--- src/hdl/dtsbp_pkg.sv ---
// ----------------------------------------------------------------------------
// dtsbp_pkg
// Shared types, constants and helpers for the DTS burst packer.
// ----------------------------------------------------------------------------
package dtsbp_pkg;

    // raw 16-bit DTS sync markers as they appear in the first packet word
    localparam logic [31:0] MARK_RAW_BE = 32'h7FFE_8001;
    localparam logic [31:0] MARK_RAW_LE = 32'hFE7F_0180;

    // IEC 61937 preamble Pa/Pb
    localparam logic [7:0] SYNC_B0 = 8'h72;
    localparam logic [7:0] SYNC_B1 = 8'hF8;
    localparam logic [7:0] SYNC_B2 = 8'h1F;
    localparam logic [7:0] SYNC_B3 = 8'h4E;

    // burst data types for 16, 32 and 64 blocks
    localparam logic [7:0] BTYPE_NONE = 8'h00;
    localparam logic [7:0] BTYPE_16   = 8'h0B;
    localparam logic [7:0] BTYPE_32   = 8'h0C;
    localparam logic [7:0] BTYPE_64   = 8'h0D;

    localparam logic [15:0] MIN_PACKET_BYTES = 16'd96;

    // result status codes
    localparam logic [2:0] ST_OK     = 3'd0;
    localparam logic [2:0] ST_SHORT  = 3'd1;
    localparam logic [2:0] ST_MARKER = 3'd2;
    localparam logic [2:0] ST_BLOCKS = 3'd3;
    localparam logic [2:0] ST_LONG   = 3'd4;

    localparam int MAX_RES = 4;

    typedef enum logic [1:0] {
        PH_IDLE,
        PH_HDR,
        PH_DATA
    } t_phase;

    // one output frame slot
    typedef struct packed {
        logic [7:0]  b0;
        logic [7:0]  b1;
        logic [7:0]  b2;
        logic [7:0]  b3;
        logic [2:0]  status;
        logic        fin;
        logic [10:0] pad;
        logic [14:0] fbytes;
    } t_res;

    // decoded DTS header and checks
    typedef struct packed {
        logic [2:0]  status;
        logic [7:0]  blocks;
        logic [14:0] fsize;
        logic [7:0]  btype;
        logic [10:0] total;
        logic        be_src;
    } t_hdr;

    // data frame for one packet word; bytes at or past the frame end are zero
    function automatic t_res mk_data(input logic [31:0] w, input logic [16:0] base,
                                     input logic [14:0] fsize, input logic swap,
                                     input logic fin, input logic [10:0] pad);
        t_res       r;
        logic [7:0] b [4];
        for (int j = 0; j < 4; j++) begin
            b[j] = ((base + 17'(j)) < {2'b00, fsize}) ? w[31 - 8*j -: 8] : 8'h00;
        end
        r.b0     = swap ? b[1] : b[0];
        r.b1     = swap ? b[0] : b[1];
        r.b2     = swap ? b[3] : b[2];
        r.b3     = swap ? b[2] : b[3];
        r.status = ST_OK;
        r.fin    = fin;
        r.pad    = fin ? pad : 11'd0;
        r.fbytes = fsize;
        return r;
    endfunction

endpackage

--- src/hdl/dtsbp_if.sv ---
// ----------------------------------------------------------------------------
// dtsbp_if
// Valid/ready channel interfaces for packet words, frame slots and config.
// ----------------------------------------------------------------------------
interface dtsbp_in_if;
    logic        valid;
    logic        ready;
    logic [31:0] word;
    logic        first;
    logic        last;
    logic [15:0] packet_bytes;

    modport source (output valid, word, first, last, packet_bytes, input ready);
    modport sink   (input valid, word, first, last, packet_bytes, output ready);
endinterface

interface dtsbp_out_if;
    logic        valid;
    logic        ready;
    logic [7:0]  byte_zero;
    logic [7:0]  byte_one;
    logic [7:0]  byte_two;
    logic [7:0]  byte_three;
    logic [2:0]  status;
    logic        final_frame;
    logic [10:0] pad_frames;
    logic [14:0] frame_bytes;

    modport source (output valid, byte_zero, byte_one, byte_two, byte_three, status,
                    final_frame, pad_frames, frame_bytes, input ready);
    modport sink   (input valid, byte_zero, byte_one, byte_two, byte_three, status,
                    final_frame, pad_frames, frame_bytes, output ready);
endinterface

interface dtsbp_cfg_if;
    logic valid;
    logic ready;
    logic big_endian_out;

    modport source (output valid, big_endian_out, input ready);
    modport sink   (input valid, big_endian_out, output ready);
endinterface

--- src/hdl/dtsbp_hdr_dec.sv ---
// ----------------------------------------------------------------------------
// dtsbp_hdr_dec
// Decodes the DTS core header from the first two packet words and runs
// the packet checks in priority order.
// ----------------------------------------------------------------------------
module dtsbp_hdr_dec (
    input  logic [31:0]   i_held,
    input  logic [31:0]   i_word,
    input  logic          i_short,
    output dtsbp_pkg::t_hdr o_hdr
);
    import dtsbp_pkg::*;

    logic [15:0] h0;
    logic [15:0] h1;
    logic        is_be;
    logic        is_le;
    logic [12:0] total_w;
    logic [15:0] fs_p3;

    always_comb begin
        is_be = (i_held == MARK_RAW_BE);
        is_le = (i_held == MARK_RAW_LE);

        // header halfwords, byte swapped for a little-endian source
        if (is_be) begin
            h0 = i_word[31:16];
            h1 = i_word[15:0];
        end else begin
            h0 = {i_word[23:16], i_word[31:24]};
            h1 = {i_word[7:0], i_word[15:8]};
        end

        o_hdr.be_src = is_be;
        o_hdr.blocks = {1'b0, h0[8:2]} + 8'd1;
        o_hdr.fsize  = {1'b0, h0[1:0], h1[15:4]} + 15'd1;

        case (o_hdr.blocks)
            8'd16:   o_hdr.btype = BTYPE_16;
            8'd32:   o_hdr.btype = BTYPE_32;
            8'd64:   o_hdr.btype = BTYPE_64;
            default: o_hdr.btype = BTYPE_NONE;
        endcase

        // frames a burst holds after the two preamble frames
        total_w     = {o_hdr.blocks, 5'b0} - 13'd2;
        o_hdr.total = total_w[10:0];
        fs_p3       = {1'b0, o_hdr.fsize} + 16'd3;

        if (i_short) begin
            o_hdr.status = ST_SHORT;
        end else if (!is_be && !is_le) begin
            o_hdr.status = ST_MARKER;
        end else if (o_hdr.btype == BTYPE_NONE) begin
            o_hdr.status = ST_BLOCKS;
        end else if ({1'b0, fs_p3[15:2]} > {2'b00, total_w}) begin
            o_hdr.status = ST_LONG;
        end else begin
            o_hdr.status = ST_OK;
        end
    end

endmodule

--- src/hdl/dts_iec61937_burst_packer.sv ---
// ----------------------------------------------------------------------------
// dts_iec61937_burst_packer
// Packs raw DTS core frames into IEC 61937 bursts of 16, 32 or 64 blocks.
// ----------------------------------------------------------------------------
// Takes one packet word per cycle while nothing stalls. Each accepted word
// is worked out in the cycle it arrives and its frame slots land in a
// four-entry result bundle that drains through an output register, one
// slot per cycle while the receiver keeps up. Most words give one slot or
// none; the second word of a packet gives sync, type/length and up to two
// data slots, so the word after it waits while the bundle drains. The
// output register lets a new word in while the last slot waits downstream.
// The final slot reports pad_frames, the zero frames the serializer must add
// to fill the burst. Config writes are always accepted and must be made
// while the block is idle.
module dts_iec61937_burst_packer (
    input  logic i_clk,
    input  logic i_rst_n,
    dtsbp_in_if.sink    i_in,
    dtsbp_out_if.source o_out,
    dtsbp_cfg_if.sink   i_cfg
);
    import dtsbp_pkg::*;

    // packet state
    t_phase      r_phase, n_phase;
    logic [31:0] r_held, n_held;
    logic [12:0] r_wc, n_wc;
    logic [6:0]  r_bt, n_bt;
    logic [14:0] r_fs, n_fs;
    logic        r_swap, n_swap;
    logic        r_short, n_short;
    logic        r_be_out;

    // result bundle and output register
    t_res        r_bnd [MAX_RES];
    t_res        bnd   [MAX_RES];
    logic [2:0]  r_left, n_cnt;
    logic [1:0]  r_idx;
    t_res        r_out;
    logic        r_ov;

    logic        accept;
    logic        mv;
    logic [31:0] hw;
    logic [31:0] wv;
    logic        sp;
    logic        do_hdr;
    logic        fin;
    logic        swap_new;
    logic [11:0] total_r;
    logic [13:0] pad_r;
    logic [12:0] k1;
    logic [16:0] base;
    t_hdr        hdr;

    // config register
    assign i_cfg.ready = 1'b1;
    always_ff @(posedge i_clk) begin
        if (!i_rst_n) begin
            r_be_out <= 1'b0;
        end else if (i_cfg.valid) begin
            r_be_out <= i_cfg.big_endian_out;
        end
    end

    // handshakes
    assign mv          = (r_left != 3'd0) && (!r_ov || o_out.ready);
    assign i_in.ready  = (r_left == 3'd0) || ((r_left == 3'd1) && mv);
    assign accept      = i_in.valid && i_in.ready;

    // header words: a one-word packet takes its second word as zero
    assign hw     = i_in.first ? i_in.word : r_held;
    assign wv     = i_in.first ? 32'd0 : i_in.word;
    assign sp     = i_in.first ? (i_in.packet_bytes < MIN_PACKET_BYTES) : r_short;
    assign do_hdr = i_in.first ? i_in.last : (r_phase == PH_HDR);

    dtsbp_hdr_dec u_hdr_dec (
        .i_held  (hw),
        .i_word  (wv),
        .i_short (sp),
        .o_hdr   (hdr)
    );

    // next state and result bundle for the word on the input
    always_comb begin
        n_phase  = r_phase;
        n_held   = r_held;
        n_wc     = r_wc;
        n_bt     = r_bt;
        n_fs     = r_fs;
        n_swap   = r_swap;
        n_short  = r_short;
        n_cnt    = 3'd0;
        fin      = 1'b0;
        swap_new = hdr.be_src && !r_be_out;
        total_r  = {r_bt, 5'b0} - 12'd2;
        k1       = r_wc + 13'd1;
        base     = {2'b00, r_wc, 2'b00};
        pad_r    = {2'b00, total_r} - {1'b0, k1};
        for (int i = 0; i < MAX_RES; i++) begin
            bnd[i] = '0;
        end

        if (i_in.first) begin
            n_held  = i_in.word;
            n_short = sp;
            n_wc    = 13'd1;
            n_bt    = 7'd0;
            n_fs    = 15'd0;
            n_swap  = 1'b0;
            n_phase = PH_HDR;
        end

        if (do_hdr) begin
            n_bt = hdr.blocks[6:0];
            n_fs = hdr.fsize;
            if (hdr.status != ST_OK) begin
                // error: one all-zero final slot
                bnd[0].status = hdr.status;
                bnd[0].fin    = 1'b1;
                n_cnt         = 3'd1;
                n_phase       = PH_IDLE;
            end else begin
                n_swap = swap_new;
                if (r_be_out) begin
                    bnd[0] = '{SYNC_B1, SYNC_B0, SYNC_B3, SYNC_B2, ST_OK, 1'b0, 11'd0,
                               hdr.fsize};
                    bnd[1] = '{8'h00, hdr.btype, hdr.fsize[12:5], {hdr.fsize[4:0], 3'b0},
                               ST_OK, 1'b0, 11'd0, hdr.fsize};
                end else begin
                    bnd[0] = '{SYNC_B0, SYNC_B1, SYNC_B2, SYNC_B3, ST_OK, 1'b0, 11'd0,
                               hdr.fsize};
                    bnd[1] = '{hdr.btype, 8'h00, {hdr.fsize[4:0], 3'b0}, hdr.fsize[12:5],
                               ST_OK, 1'b0, 11'd0, hdr.fsize};
                end
                if (hdr.fsize <= 15'd4) begin
                    // whole frame sits in the marker word
                    bnd[2]  = mk_data(hw, 17'd0, hdr.fsize, swap_new, 1'b1,
                                      hdr.total - 11'd1);
                    n_cnt   = 3'd3;
                    n_phase = PH_IDLE;
                end else begin
                    fin     = i_in.last || (hdr.fsize <= 15'd8);
                    bnd[2]  = mk_data(hw, 17'd0, hdr.fsize, swap_new, 1'b0, 11'd0);
                    bnd[3]  = mk_data(wv, 17'd4, hdr.fsize, swap_new, fin,
                                      hdr.total - 11'd2);
                    n_cnt   = 3'd4;
                    n_wc    = 13'd2;
                    n_phase = fin ? PH_IDLE : PH_DATA;
                end
            end
        end else if (!i_in.first && (r_phase == PH_DATA)) begin
            // streaming data word
            fin     = i_in.last || ({2'b00, k1, 2'b00} >= {2'b00, r_fs});
            bnd[0]  = mk_data(i_in.word, base, r_fs, r_swap, fin, pad_r[10:0]);
            n_cnt   = 3'd1;
            n_wc    = k1;
            n_phase = fin ? PH_IDLE : PH_DATA;
        end
    end

    // state register
    always_ff @(posedge i_clk) begin
        if (!i_rst_n) begin
            r_phase <= PH_IDLE;
            r_held  <= '0;
            r_wc    <= '0;
            r_bt    <= '0;
            r_fs    <= '0;
            r_swap  <= 1'b0;
            r_short <= 1'b0;
        end else if (accept) begin
            r_phase <= n_phase;
            r_held  <= n_held;
            r_wc    <= n_wc;
            r_bt    <= n_bt;
            r_fs    <= n_fs;
            r_swap  <= n_swap;
            r_short <= n_short;
        end
    end

    // result bundle: load on accept, drain one slot per move
    always_ff @(posedge i_clk) begin
        if (!i_rst_n) begin
            r_left <= 3'd0;
            r_idx  <= 2'd0;
        end else if (accept) begin
            r_left <= n_cnt;
            r_idx  <= 2'd0;
        end else if (mv) begin
            r_left <= r_left - 3'd1;
            r_idx  <= r_idx + 2'd1;
        end
    end

    always_ff @(posedge i_clk) begin
        if (accept) begin
            for (int i = 0; i < MAX_RES; i++) begin
                r_bnd[i] <= bnd[i];
            end
        end
    end

    // output register
    always_ff @(posedge i_clk) begin
        if (!i_rst_n) begin
            r_ov <= 1'b0;
        end else begin
            r_ov <= mv || (r_ov && !o_out.ready);
        end
    end

    always_ff @(posedge i_clk) begin
        if (mv) begin
            r_out <= r_bnd[r_idx];
        end
    end

    assign o_out.valid       = r_ov;
    assign o_out.byte_zero   = r_out.b0;
    assign o_out.byte_one    = r_out.b1;
    assign o_out.byte_two    = r_out.b2;
    assign o_out.byte_three  = r_out.b3;
    assign o_out.status      = r_out.status;
    assign o_out.final_frame = r_out.fin;
    assign o_out.pad_frames  = r_out.pad;
    assign o_out.frame_bytes = r_out.fbytes;

endmodule

--- src/flat_wrapper.sv ---
// flat-port wrapper written by rule: the top's interface ports become plain ports
module dts_iec61937_burst_packer_flat import dtsbp_pkg::*;
  (i_clk, i_rst_n, i_in_valid, i_in_word, i_in_first, i_in_last, i_in_packet_bytes, i_in_ready, o_out_valid, o_out_byte_zero, o_out_byte_one, o_out_byte_two, o_out_byte_three, o_out_status, o_out_final_frame, o_out_pad_frames, o_out_frame_bytes, o_out_ready, i_cfg_valid, i_cfg_big_endian_out, i_cfg_ready);
  dtsbp_in_if i_in_i ();
  dtsbp_out_if o_out_i ();
  dtsbp_cfg_if i_cfg_i ();
  input  logic i_clk;
  input  logic i_rst_n;
  input wire logic [$bits(i_in_i.valid)-1:0] i_in_valid;
  input wire logic [$bits(i_in_i.word)-1:0] i_in_word;
  input wire logic [$bits(i_in_i.first)-1:0] i_in_first;
  input wire logic [$bits(i_in_i.last)-1:0] i_in_last;
  input wire logic [$bits(i_in_i.packet_bytes)-1:0] i_in_packet_bytes;
  output wire logic [$bits(i_in_i.ready)-1:0] i_in_ready;
  output wire logic [$bits(o_out_i.valid)-1:0] o_out_valid;
  output wire logic [$bits(o_out_i.byte_zero)-1:0] o_out_byte_zero;
  output wire logic [$bits(o_out_i.byte_one)-1:0] o_out_byte_one;
  output wire logic [$bits(o_out_i.byte_two)-1:0] o_out_byte_two;
  output wire logic [$bits(o_out_i.byte_three)-1:0] o_out_byte_three;
  output wire logic [$bits(o_out_i.status)-1:0] o_out_status;
  output wire logic [$bits(o_out_i.final_frame)-1:0] o_out_final_frame;
  output wire logic [$bits(o_out_i.pad_frames)-1:0] o_out_pad_frames;
  output wire logic [$bits(o_out_i.frame_bytes)-1:0] o_out_frame_bytes;
  input wire logic [$bits(o_out_i.ready)-1:0] o_out_ready;
  input wire logic [$bits(i_cfg_i.valid)-1:0] i_cfg_valid;
  input wire logic [$bits(i_cfg_i.big_endian_out)-1:0] i_cfg_big_endian_out;
  output wire logic [$bits(i_cfg_i.ready)-1:0] i_cfg_ready;
  assign i_in_i.valid = i_in_valid;
  assign i_in_i.word = i_in_word;
  assign i_in_i.first = i_in_first;
  assign i_in_i.last = i_in_last;
  assign i_in_i.packet_bytes = i_in_packet_bytes;
  assign i_in_ready = i_in_i.ready;
  assign o_out_valid = o_out_i.valid;
  assign o_out_byte_zero = o_out_i.byte_zero;
  assign o_out_byte_one = o_out_i.byte_one;
  assign o_out_byte_two = o_out_i.byte_two;
  assign o_out_byte_three = o_out_i.byte_three;
  assign o_out_status = o_out_i.status;
  assign o_out_final_frame = o_out_i.final_frame;
  assign o_out_pad_frames = o_out_i.pad_frames;
  assign o_out_frame_bytes = o_out_i.frame_bytes;
  assign o_out_i.ready = o_out_ready;
  assign i_cfg_i.valid = i_cfg_valid;
  assign i_cfg_i.big_endian_out = i_cfg_big_endian_out;
  assign i_cfg_ready = i_cfg_i.ready;
  dts_iec61937_burst_packer u_core (.i_clk(i_clk), .i_rst_n(i_rst_n), .i_in(i_in_i), .o_out(o_out_i), .i_cfg(i_cfg_i));
endmodule
--- config.mk ---
export PLATFORM = sky130hd
export DESIGN_NAME = dts_iec61937_burst_packer_flat
export DESIGN_NICKNAME = d
export VERILOG_FILES = /design/src/hdl/dtsbp_pkg.sv /design/src/hdl/dtsbp_if.sv /design/src/hdl/dtsbp_hdr_dec.sv /design/src/hdl/dts_iec61937_burst_packer.sv /design/src/flat_wrapper.sv
export SDC_FILE = /design/constraint.sdc
export NUM_CORES = 1
export LEC_CHECK = 0
export CAP_MARGIN = 20
export CORE_ASPECT_RATIO = 1.5
export CORE_MARGIN = 2
export CORE_UTILIZATION = 65
export CTS_CLUSTER_DIAMETER = 50
export DETAILED_ROUTE_END_ITERATION = 8
export DONT_BUFFER_PORTS = 1
export GPL_TIMING_DRIVEN = 0
export HOLD_SLACK_MARGIN = 0.06
export PLACE_DENSITY_LB_ADDON = 0.25
export SLEW_MARGIN = 40
export SYNTH_ARGS = -nofsm -noshare
export SYNTH_HDL_FRONTEND = slang
export SYNTH_SLANG_ARGS = --single-unit
--- constraint.sdc ---
create_clock -name i_clk -period 8.45 [get_ports i_clk]
set_input_delay 0 -clock i_clk [delete_from_list [all_inputs] [get_ports i_clk]]
set_output_delay 0 -clock i_clk [all_outputs]
set_load 0.01 [all_outputs]
---- After elaboration in Yosys (flattened, before gate mapping) ----
Memories as Yosys holds them, arrays and structs flattened. A register that Yosys moved wholly into a read port is not among the register bits.
Index checks and enable logic that the tools add are counted.
Widths: inputs -> output; s select.
operators by class
  $add $sub $neg .......................... 14
  $mul .................................... 0
  divide/modulo/power cells ............... 0
  order comparisons ....................... 17
  equality and inequality tests ........... 8
  shift operators ......................... 0
  multiplexer cells ....................... 73
  bitwise operators ....................... 1
  reduce and logical (&&, ||, !) cells .... 29
operators with widths
  operator               count
  $mux 212               1
  $mux 8                 24
  $mux 186               1
  $mux 62                3
  $mux 124               1
  $mux 32                3
  $mux 13                5
  $lt 3x15->1 const A    4
  $lt 17x15->1           3
  $add 15x2->16 const B  3
  $eq 32x31->1 const B   1
  $eq 32x32->1 const B   1
  $lt 1x15->1 const A    2
  $lt 2x15->1 const A    2
  $mux 15                2
  $mux 27                1
  $mux 3                 9
  $mux 11                2
  $sub 11x2->11 const B  2
  $add 15x1->16 const B  1
  $lt 16x7->1 const B    1
  $mux 16                1
  $add 14x1->15 const B  1
  $ge 15x15->1           1
  other kinds (33)       67
word-level totals
  register bits ........................... 77
  bits in latches ......................... 0
  memory bits (writable) .................. 248
  memory bits (read-only) ................. 0
  output and inout port bits .............. 65
  word-level logic and storage cells ...... 154
  memories ................................ 1
memories
  name          words  bits a word  rd ports  clocked after memory_dff  write ports  line                             text
  u_core.r_bnd  4      62           1         1                         4            dts_iec61937_burst_packer.sv:35  t_res r_bnd [MAX_RES];

---- Logic depth before layout (Yosys ltp) ----
Gate-level depths: netlist (run 1).
  depth in word-level cells ............... 14
  depth in mapped cells ................... 35
  mapped depth without buffers ............ 30

---- Hierarchy ----
A second synthesis (run 1) with hierarchy kept.
unflattened totals
  cell total of the unflattened synthesis .. 1780
  area total of the unflattened synthesis .. 19596.3 um^2
modules (own cells, without submodules)
  module                     times used  cells each  area each (um^2)
  dts_iec61937_burst_packer  1           1475        17382.9
  dtsbp_hdr_dec              1           305         2213.4

---- Worst setup path before layout (run 1) ----
No wires, ideal clock.
  path type ............................... register -> register
  start point ............................. reg u_core.r_left[0]
  end point ............................... reg u_core.r_wc[1]
  setup time .............................. 91 ps
  arrival ................................. 7414 ps
  setup slack ............................. 945 ps
  cell stages (with the launch flop) ...... 11
  buffers on the path ..................... 2
  clock period less this slack ............ 7505 ps
  path through ............................ dfxtp_1 inv_1 ha_1 a21oi_1 nor2_1 nand2_1 inv_1 clkbuf_1 buf_1 nand3_1 a31oi_1
between the ends
  cells in the longest elaborated chain, start to end .. 5
  elaborated cells between the ends (all ways) .. 7
  classes of those cells .................. eq/ne (1); reduce/logical (6)
ends and longest elaborated chain
  element                 line                              text
  start, declared         dts_iec61937_burst_packer.sv:37   logic [2:0] r_left, n_cnt;
  start signal, assigned  dts_iec61937_burst_packer.sv:189  r_left <= n_cnt;
  start signal, assigned  dts_iec61937_burst_packer.sv:192  r_left <= r_left - 3'd1;
  $reduce_bool 3->1       dts_iec61937_burst_packer.sv:67   assign mv = (r_left != 3'd0) && (!r_ov || o_out.ready);
  $logic_and 1x1->1       dts_iec61937_burst_packer.sv:67
  $logic_and 1x1->1       dts_iec61937_burst_packer.sv:68   assign i_in.ready = (r_left == 3'd0) || ((r_left == 3'd1) && mv);
  $logic_or 1x1->1 (*)    dts_iec61937_burst_packer.sv:68
  via i_in_ready          flat_wrapper.sv:14                output wire logic [$bits(i_in_i.ready)-1:0] i_in_ready;
  $logic_and 1x1->1 (*)   dts_iec61937_burst_packer.sv:69   assign accept = i_in.valid && i_in.ready;
  via u_core.accept       dts_iec61937_burst_packer.sv:42   logic accept;
  end signal, assigned    dts_iec61937_burst_packer.sv:175  r_wc <= n_wc;
  end, declared           dts_iec61937_burst_packer.sv:27   logic [12:0] r_wc, n_wc;
The timed path passes the listed nets; every way through them passes the cells marked *.
A chain may end at the register's enable or synchronous reset.

==> results.txt, run 1 <==
Post-DRT Antenna Nets: 0
first-pass GRT wire length: 91400 um
R2R depth: 30
XOR/XNOR Fraction of Synth Area: 3.13%
Adder-Cell Fraction of Synth Area: 4.06%
Routed Wire Length: 61300 um
cell with the largest stage delay on the worst path: or3b_2
Post-synth EDFFs: 259
internal power: 3850 uW
total track usage: 41.3%
critical path class: flop to flop
hold wc startpoint: i_in_word[16]
placed inst area: 0.0193 mm^2
pin count of the biggest net entering global routing: 28
site row count: 75
pwr/cell area: 271 mW/mm^2
VDD IR max: 0.206 mV
Non-Filler Instances: 2256
Comb power frac: 25.8%
Setup violations, final: 0
data required time of the critical path: 8.72 ns
filler instances: 1876
Mapped Cells: 1783
Synth warnings: 0
vias in the first global route: 15.1k
Pleak: 0.00754 uW
crit path DAT: 8.56 ns
Area Growth Syn to Fin: 13.5%
Clock Path Buffers: 3
mean post-synth cell area: 10.4 um^2
run status: finished clean
Final Max Tran Viols: 0
critical path startpoint category: flop
final core occ: 75.0%
Starting Density: 66.1%
Seq cells post-synth: 336
Worst setup EP type: flop
placed instance count: 2154
TritonCTS clock tree: done
Synth Area in Compound Gates: 13.3%
largest family of logic cells by synthesized area: simple AND/OR/NAND/NOR gates
Clock Tree Root: clkbuf_16
Die Ht: 211 um
Detailed Route Iter0 Violations: 2082
Sink Count: 336
initial antenna violation count: 0
Fin. Hold Viols: 0
sequential share of power: 48.4%
post-DR vias/cell: 6.86
Finished Cell Area: 0.0210 mm^2
CP max FO: 10
clk_skew: 0.0181 ns
Net Switching: 1830 uW
Post-DP HPWL: 44400 um
die area: 0.0298 mm^2
clk slew on worst S/H paths: 0.06 ns
CTS H-tree depth: 1
relative slew slack: 38.9%
Max Fclk: 121 MHz
GPL Wtd Cong: 1.02
Primary FF master, synth: edfxtp_1
PortBufs: 0
Synth Area in Simple Gates: 16.8%
Clock power frac: 25.8%
Via Count: 15.5k
min Tclk post-route: 8.29 ns
drt pass-1 iters: 8
cts bufs inserted: 30
share of cells above drive strength 1: 10.4%
Max Cap Viol: 0
period utilization: 98.1%
worst slew pin tran: 0.913 ns
top cell family by delay on the critical path: simple AND/OR/NAND/NOR gates
final routed DRC violation total: 0
Clock Latency Late Sink: 0.59 ns
Hold Path Stages: 3
worst r2r src: u_core.r_held[18]
mux share of post-synthesis cell area: 8.23%
diodes inserted: 0
Synth cell types: 77
layout net count: 2002
drt wl/cell: 27.2 um
Die Width: 142 um
# IOs: 121
HP Class: input pin to flop
total grt overflow: 0
CP Buf/Inv Count: 6
Core ar.: 0.0280 mm^2
Sw Ratio: 32.3%
Seq/Total Area, Yosys: 50.4%
Slowest Stage Delay on Critical Path: 0.50 ns
Netlist Area Pre-Place: 0.0185 mm^2
r2r setup slk: 0.16 ns
worst flop-to-flop path endpoint: u_core.r_bnd[0][42]
Async SR Flop Fraction: 0%
Hold Crit Endpoint: u_core.r_held[16]
tightest hold or removal path, stage by stage:
cell	delay, ns
clkbuf_1	0.29
mux2i_1	0.25
nor2b_1	0.06
layer usage:
layer / global-route usage (%) / wire length, um
met1: 51.5 / 21300
met2: 68.4 / 29500
met3: 5.45 / 6200
met4: 25.1 / 4370
met5: 0 / 0
flip-flops by register name (all words and copies together), names as in the netlist:
signal,count
u_core.r_bnd,197
u_core.r_held,32
u_core.o_out.frame_bytes,15
u_core.r_fs,15
u_core.r_wc,13
u_core.o_out.pad_frames,11
u_core.o_out.byte_one,8
u_core.o_out.byte_three,8
u_core.o_out.byte_two,8
u_core.o_out.byte_zero,8
u_core.r_bt,6
u_core.o_out.status,3
u_core.r_left,3
u_core.r_idx,2
u_core.r_phase,2
u_core.o_out.final_frame,1
u_core.o_out.valid,1
u_core.r_be_out,1
u_core.r_short,1
u_core.r_swap,1
area by class of cell:
| class | instances | area, um^2 | area share, % |
|---|---|---|---|
| tap | 346 | 433 | 2.06 |
| inverter | 67 | 255 | 1.22 |
| buffer | 123 | 528 | 2.52 |
| multi-input combinational | 1267 | 8610 | 41.0 |
| sequential | 336 | 9320 | 44.4 |
| clock inverter | 20 | 264 | 1.26 |
| timing repair buffer | 61 | 771 | 3.68 |
| clock buffer | 36 | 793 | 3.78 |
Yosys cell counts (25+ instances only):
| cell | n | area share [%] |
|---|---|---|
| nor2_1 | 177 | 3.6 |
| ha_1 | 60 | 4.1 |
| nor2b_1 | 86 | 2.9 |
| edfxtp_1 | 259 | 42 |
| xnor2_1 | 42 | 2.0 |
| nand3_1 | 44 | 1.2 |
| mux2i_1 | 81 | 4.4 |
| a21oi_1 | 94 | 2.5 |
| a22oi_1 | 40 | 1.6 |
| clkbuf_1 | 90 | 1.8 |
| nand2_1 | 163 | 3.3 |
| o21ai_0 | 83 | 2.2 |
| dfxtp_1 | 77 | 8.3 |
| a211oi_1 | 25 | 1.0 |
| inv_1 | 63 | 1.3 |
per-stage QoR:
| step | total power, uW | setup WS, ns | hold WS (ns) | setup TNS (ns) |
|---|---|---|---|---|
| 2_1_floorplan | 3690 | 0.945 | 0.169 | 0 |
| 3_3_place_gp | 4080 | -1.91 | 0.179 | -520.17 |
| 5_1_grt | 5880 | -0.0559 | 0.101 | -0.173 |
| 3_5_place_dp | 4160 | -1.66 | 0.182 | -196.97 |
| 6_report | 5680 | 0.163 | 0.0724 | 0 |
| 4_1_cts | 5630 | -0.00689 | 0.0717 | -0.00689 |
power by group through the flow:
| stage | sequential (uW) | clock, uW | combinational [uW] |
|---|---|---|---|
| 6_report | 2750 | 1460 | 1460 |
| 5_1_grt | 2800 | 1510 | 1570 |
| 4_1_cts | 2750 | 1450 | 1430 |
| 3_5_place_dp | 2770 | 0 | 1390 |
| 3_3_place_gp | 2860 | 0 | 1220 |
| 2_1_floorplan | 2780 | 0 | 906 |
how the worst max path moves through the flow:
stage / from / to / cells past startpoint
after detailed placement: u_core.r_held[18] / u_core.r_bnd[1][42] / 29
after floorplan: u_core.r_left[0] / u_core.r_wc[1] / 10
after CTS: u_core.r_held[18] / u_core.r_bnd[1][40] / 31
after global placement: u_core.r_held[18] / u_core.r_bnd[1][43] / 29
after global routing: i_in_word[28] / u_core.r_bnd[0][49] / 32
final: u_core.r_held[18] / u_core.r_bnd[0][42] / 30
repair_timing:
| action | 4_1_cts | 5_1_grt |
|---|---|---|
| setup endpoints to repair | 182 | 165 |
| hold buffers | 34 | 0 |
| resized for setup | 21 | 15 |
| buffers inserted | 1 | 11 |
| pin swaps | 0 | 3 |
| hold endpoints to repair | 98 | 0 |
cell usage in the layout, fill, tap and decap left out, types with 8 or more instances in the layout:
cell           count
a21boi_0           9
nand4_1           10
nor3_1            18
buf_2             20
xnor2_1           40
a31oi_1           24
mux2_2            15
a211oi_1          25
o211ai_1           9
a22oi_1           40
dfxtp_1           77
xor2_1            23
and2_1            22
o22ai_1           15
clkbuf_16         30
buf_4             16
a21o_1            17
inv_1             62
dlygate4sd3_1     34
nor2b_1           86
nor2_2             8
nor2_1           175
ha_1              60
o21a_1             9
a32oi_1            8
conb_1            13
o21ai_0           83
a21oi_1           92
edfxtp_1         259
nand2_1          163
and3_1            16
nand3b_1          11
mux4_2            24
clkbuf_1          84
nand3_1           42
buf_16             9
buf_1              8
nor4_1            12
or3_1             10
mux2i_1           78
cell families after synthesis:
logic type,count (synthesis)
xor gates and xnor gates,66
and+or+nand+nor,627
adders and majority gates,60
DFF,336
other,2
buffers and inverters,191
AOI/OAI and AO/OA,381
muxes,120
Note: power is estimated with default switching activity, not from simulation.
==> inputs of run 2 (changes only) <==
--- a/config.mk
+++ b/config.mk
@@ -7,8 +7,8 @@
 export LEC_CHECK = 0
 export CAP_MARGIN = 20
 export CORE_ASPECT_RATIO = 1.5
-export CORE_MARGIN = 2
 export CORE_UTILIZATION = 65
+export CTS_BUF_LIST = sky130_fd_sc_hd__clkbuf_4 sky130_fd_sc_hd__clkbuf_8 sky130_fd_sc_hd__clkbuf_16
 export CTS_CLUSTER_DIAMETER = 50
 export DETAILED_ROUTE_END_ITERATION = 8
 export DONT_BUFFER_PORTS = 1
==> run 2 against run 1 <==
  * Utilization down 0.11 points
  * Power shrank 0.90%
  * Combinational power about the same
  * Wire length decreased by 2.2%
  * Die area decreased by 2.3%
  * Count of clock-buffer cells in the layout grew 3
  * Largest cell class unchanged
  * Sequential power hardly changed
==> results.txt, run 2 (synthesized netlist as in run 1, its figures left out) <==
HP Class: input pin to flop
Clock Tree Root: clkbuf_16
drt pass-1 iters: 6 (-2)
Starting Density: 66.1% (unchanged)
Clock Path Buffers: 3 (unchanged)
die area: 0.0291 mm^2 (-2.3%)
worst slew pin tran: 0.934 ns (+0.0210 ns)
pwr/cell area: 269 mW/mm^2 (-0.76%)
Sink Count: 336 (unchanged)
layout net count: 1999 (-0.15%)
pin count of the biggest net entering global routing: 29 (+3.6%)
Non-Filler Instances: 2251 (-0.22%)
vias in the first global route: 15.3k (+1.2%)
crit path DAT: 8.55 ns (about the same)
Worst setup EP type: flop
final core occ: 74.9% (-0.11 points)
Finished Cell Area: 0.0209 mm^2 (-0.15%)
site row count: 75 (unchanged)
clk_skew: 0.0222 ns (+0.00409 ns)
Post-DRT Antenna Nets: 0 (unchanged)
most frequent cells in the layout: 259 x edfxtp_1, 176 x nor2_1, 163 x nand2_1
Slowest Stage Delay on Critical Path: 0.49 ns (about the same)
biggest regs: u_core.r_bnd x197, u_core.r_held x32
total grt overflow: 0 (unchanged)
worst setup margin: 0.208 ns (+0.0452 ns)
PortBufs: 0 (unchanged)
Core ar.: 0.0280 mm^2 (unchanged)
Final Max Tran Viols: 0 (unchanged)
TritonCTS clock tree: done
Die Width: 140 um (-1.4%)
Via Count: 15.4k (-0.32%)
critical path startpoint category: flop
run status: finished clean
Area Growth Syn to Fin: 13.3%
first-pass GRT wire length: 90500 um (-0.95%)
post-DR vias/cell: 6.85 (-0.10%)
# IOs: 121 (unchanged)
relative slew slack: 37.7% (-1.2 points)
GPL Wtd Cong: 1.03 (+0.45%)
max FFs per register: 197 (unchanged)
critical path class: flop to flop
placed instance count: 2154 (unchanged)
VDD IR max: 0.244 mV (+18%)
CTS H-tree depth: 1 (unchanged)
Pleak: 0.00755 uW (+0.11%)
drt wl/cell: 26.7 um (-2.0%)
min Tclk post-route: 8.24 ns (-0.0452 ns)
most common cell after layout, fill and taps aside: edfxtp_1
Clock Latency Late Sink: 0.60 ns (about the same)
Fin. Hold Viols: 0 (unchanged)
diodes inserted: 0 (unchanged)
Die Ht: 209 um (-0.95%)
Routed Wire Length: 60000 um (-2.2%)
Post-DP HPWL: 43400 um (-2.2%)
placed inst area: 0.0193 mm^2 (about the same)
final routed DRC violation total: 0 (unchanged)
total track usage: 41.9% (+0.67 points)
data required time of the critical path: 8.76 ns (+0.04 ns)
initial antenna violation count: 1 (+1)
Largest Register: u_core.r_bnd
cts bufs inserted: 30 (unchanged)
filler instances: 1902 (+1.4%)
clk slew on worst S/H paths: 0.07 ns (about the same)
Max Cap Viol: 0 (unchanged)
Max Fclk: 121 MHz (+0.55%)
CP max FO: 10 (unchanged)
share of cells above drive strength 1: 10.1% (-0.24 points)
Detailed Route Iter0 Violations: 1843 (-11%)
Setup violations, final: 0 (unchanged)
period utilization: 97.5% (-0.53 points)
cell with the largest stage delay on the worst path: or3b_2
pre-CTS WS: -1.69 ns (-0.0280 ns)
==> run 2: changes by cell type in the layout (fill, tap and decap cells not counted), sizes merged <==
cell,change
buf,-6
bufinv,-1
clkbuf,+2
clkinv,+1
clkinvlp,-2
dlygate4sd3,+4
inv,-3
==> run 2: report_power, final <==
group	internal (uW)	switching, uW
logic	544	907
clock network	823	617
registers	2470	272
==> run 2: area by class of cell <==
type / instances / area, um^2 / area share (%)
plain buffers: 122 / 523 / 2.50
clock buffers: 39 / 837 / 4.00
multi-input cells: 1267 / 8610 / 41.1
clock inverters: 15 / 199 / 0.950
inverters: 67 / 255 / 1.22
flip-flops and latches: 336 / 9320 / 44.5
repair buffers: 59 / 758 / 3.62
well taps: 346 / 433 / 2.07
==> run 2: layer usage <==
layer	global-route usage (%)	vias up	share of wire, %
li1	-	6699	-
met1	50.3	7330	35
met2	67.5	1076	46
met3	8.15	317	10
met4	30.5	2	8.5
met5	0	-	0.022
==> run 2: metrics by stage <==
| stage | setup TNS, ns | hold WS [ns] | total power (uW) |
|---|---|---|---|
| 5_1_grt | -0.0470 | 0.160 | 5820 |
| 3_5_place_dp | -196.22 | 0.184 | 4140 |
| 4_1_cts | 0 | 0.0890 | 5580 |
| 2_1_floorplan | 0 | 0.169 | 3690 |
| 6_report | 0 | 0.139 | 5630 |
| 3_3_place_gp | -510.09 | 0.179 | 4080 |
==> run 2: final timing paths <==
path         slack [ns]         startpoint                   to  cells past startpoint
max                0.21  u_core.r_held[18]  u_core.r_bnd[1][42]                     28
min                0.14      i_in_word[27]       u_core.r_bt[1]                      5
max reg2reg        0.21  u_core.r_held[18]  u_core.r_bnd[1][42]                     28
min reg2reg        0.50   u_core.r_held[0]     u_core.r_held[0]                      1
==> run 2: timing repair <==
item                       in CTS  in global routing
hold buffers                   38                  0
setup endpoints to repair     182                172
pin swaps                       0                  3
setup buffers                   1                  6
hold endpoints to repair       98                  0
gates resized for setup        17                 23
==> run 2: worst max-delay path, delay by kind of cell, from the launching register on <==
family / cells / cell delay, ns
AOI/OAI and AO/OA: 6 / 1.50
xor gates and xnor gates: 1 / 0.08
adders and majority gates: 2 / 0.65
buffers and inverters: 6 / 1.81
DFF: 1 / 0.33
muxes: 2 / 0.59
and+or+nand+nor: 11 / 2.98
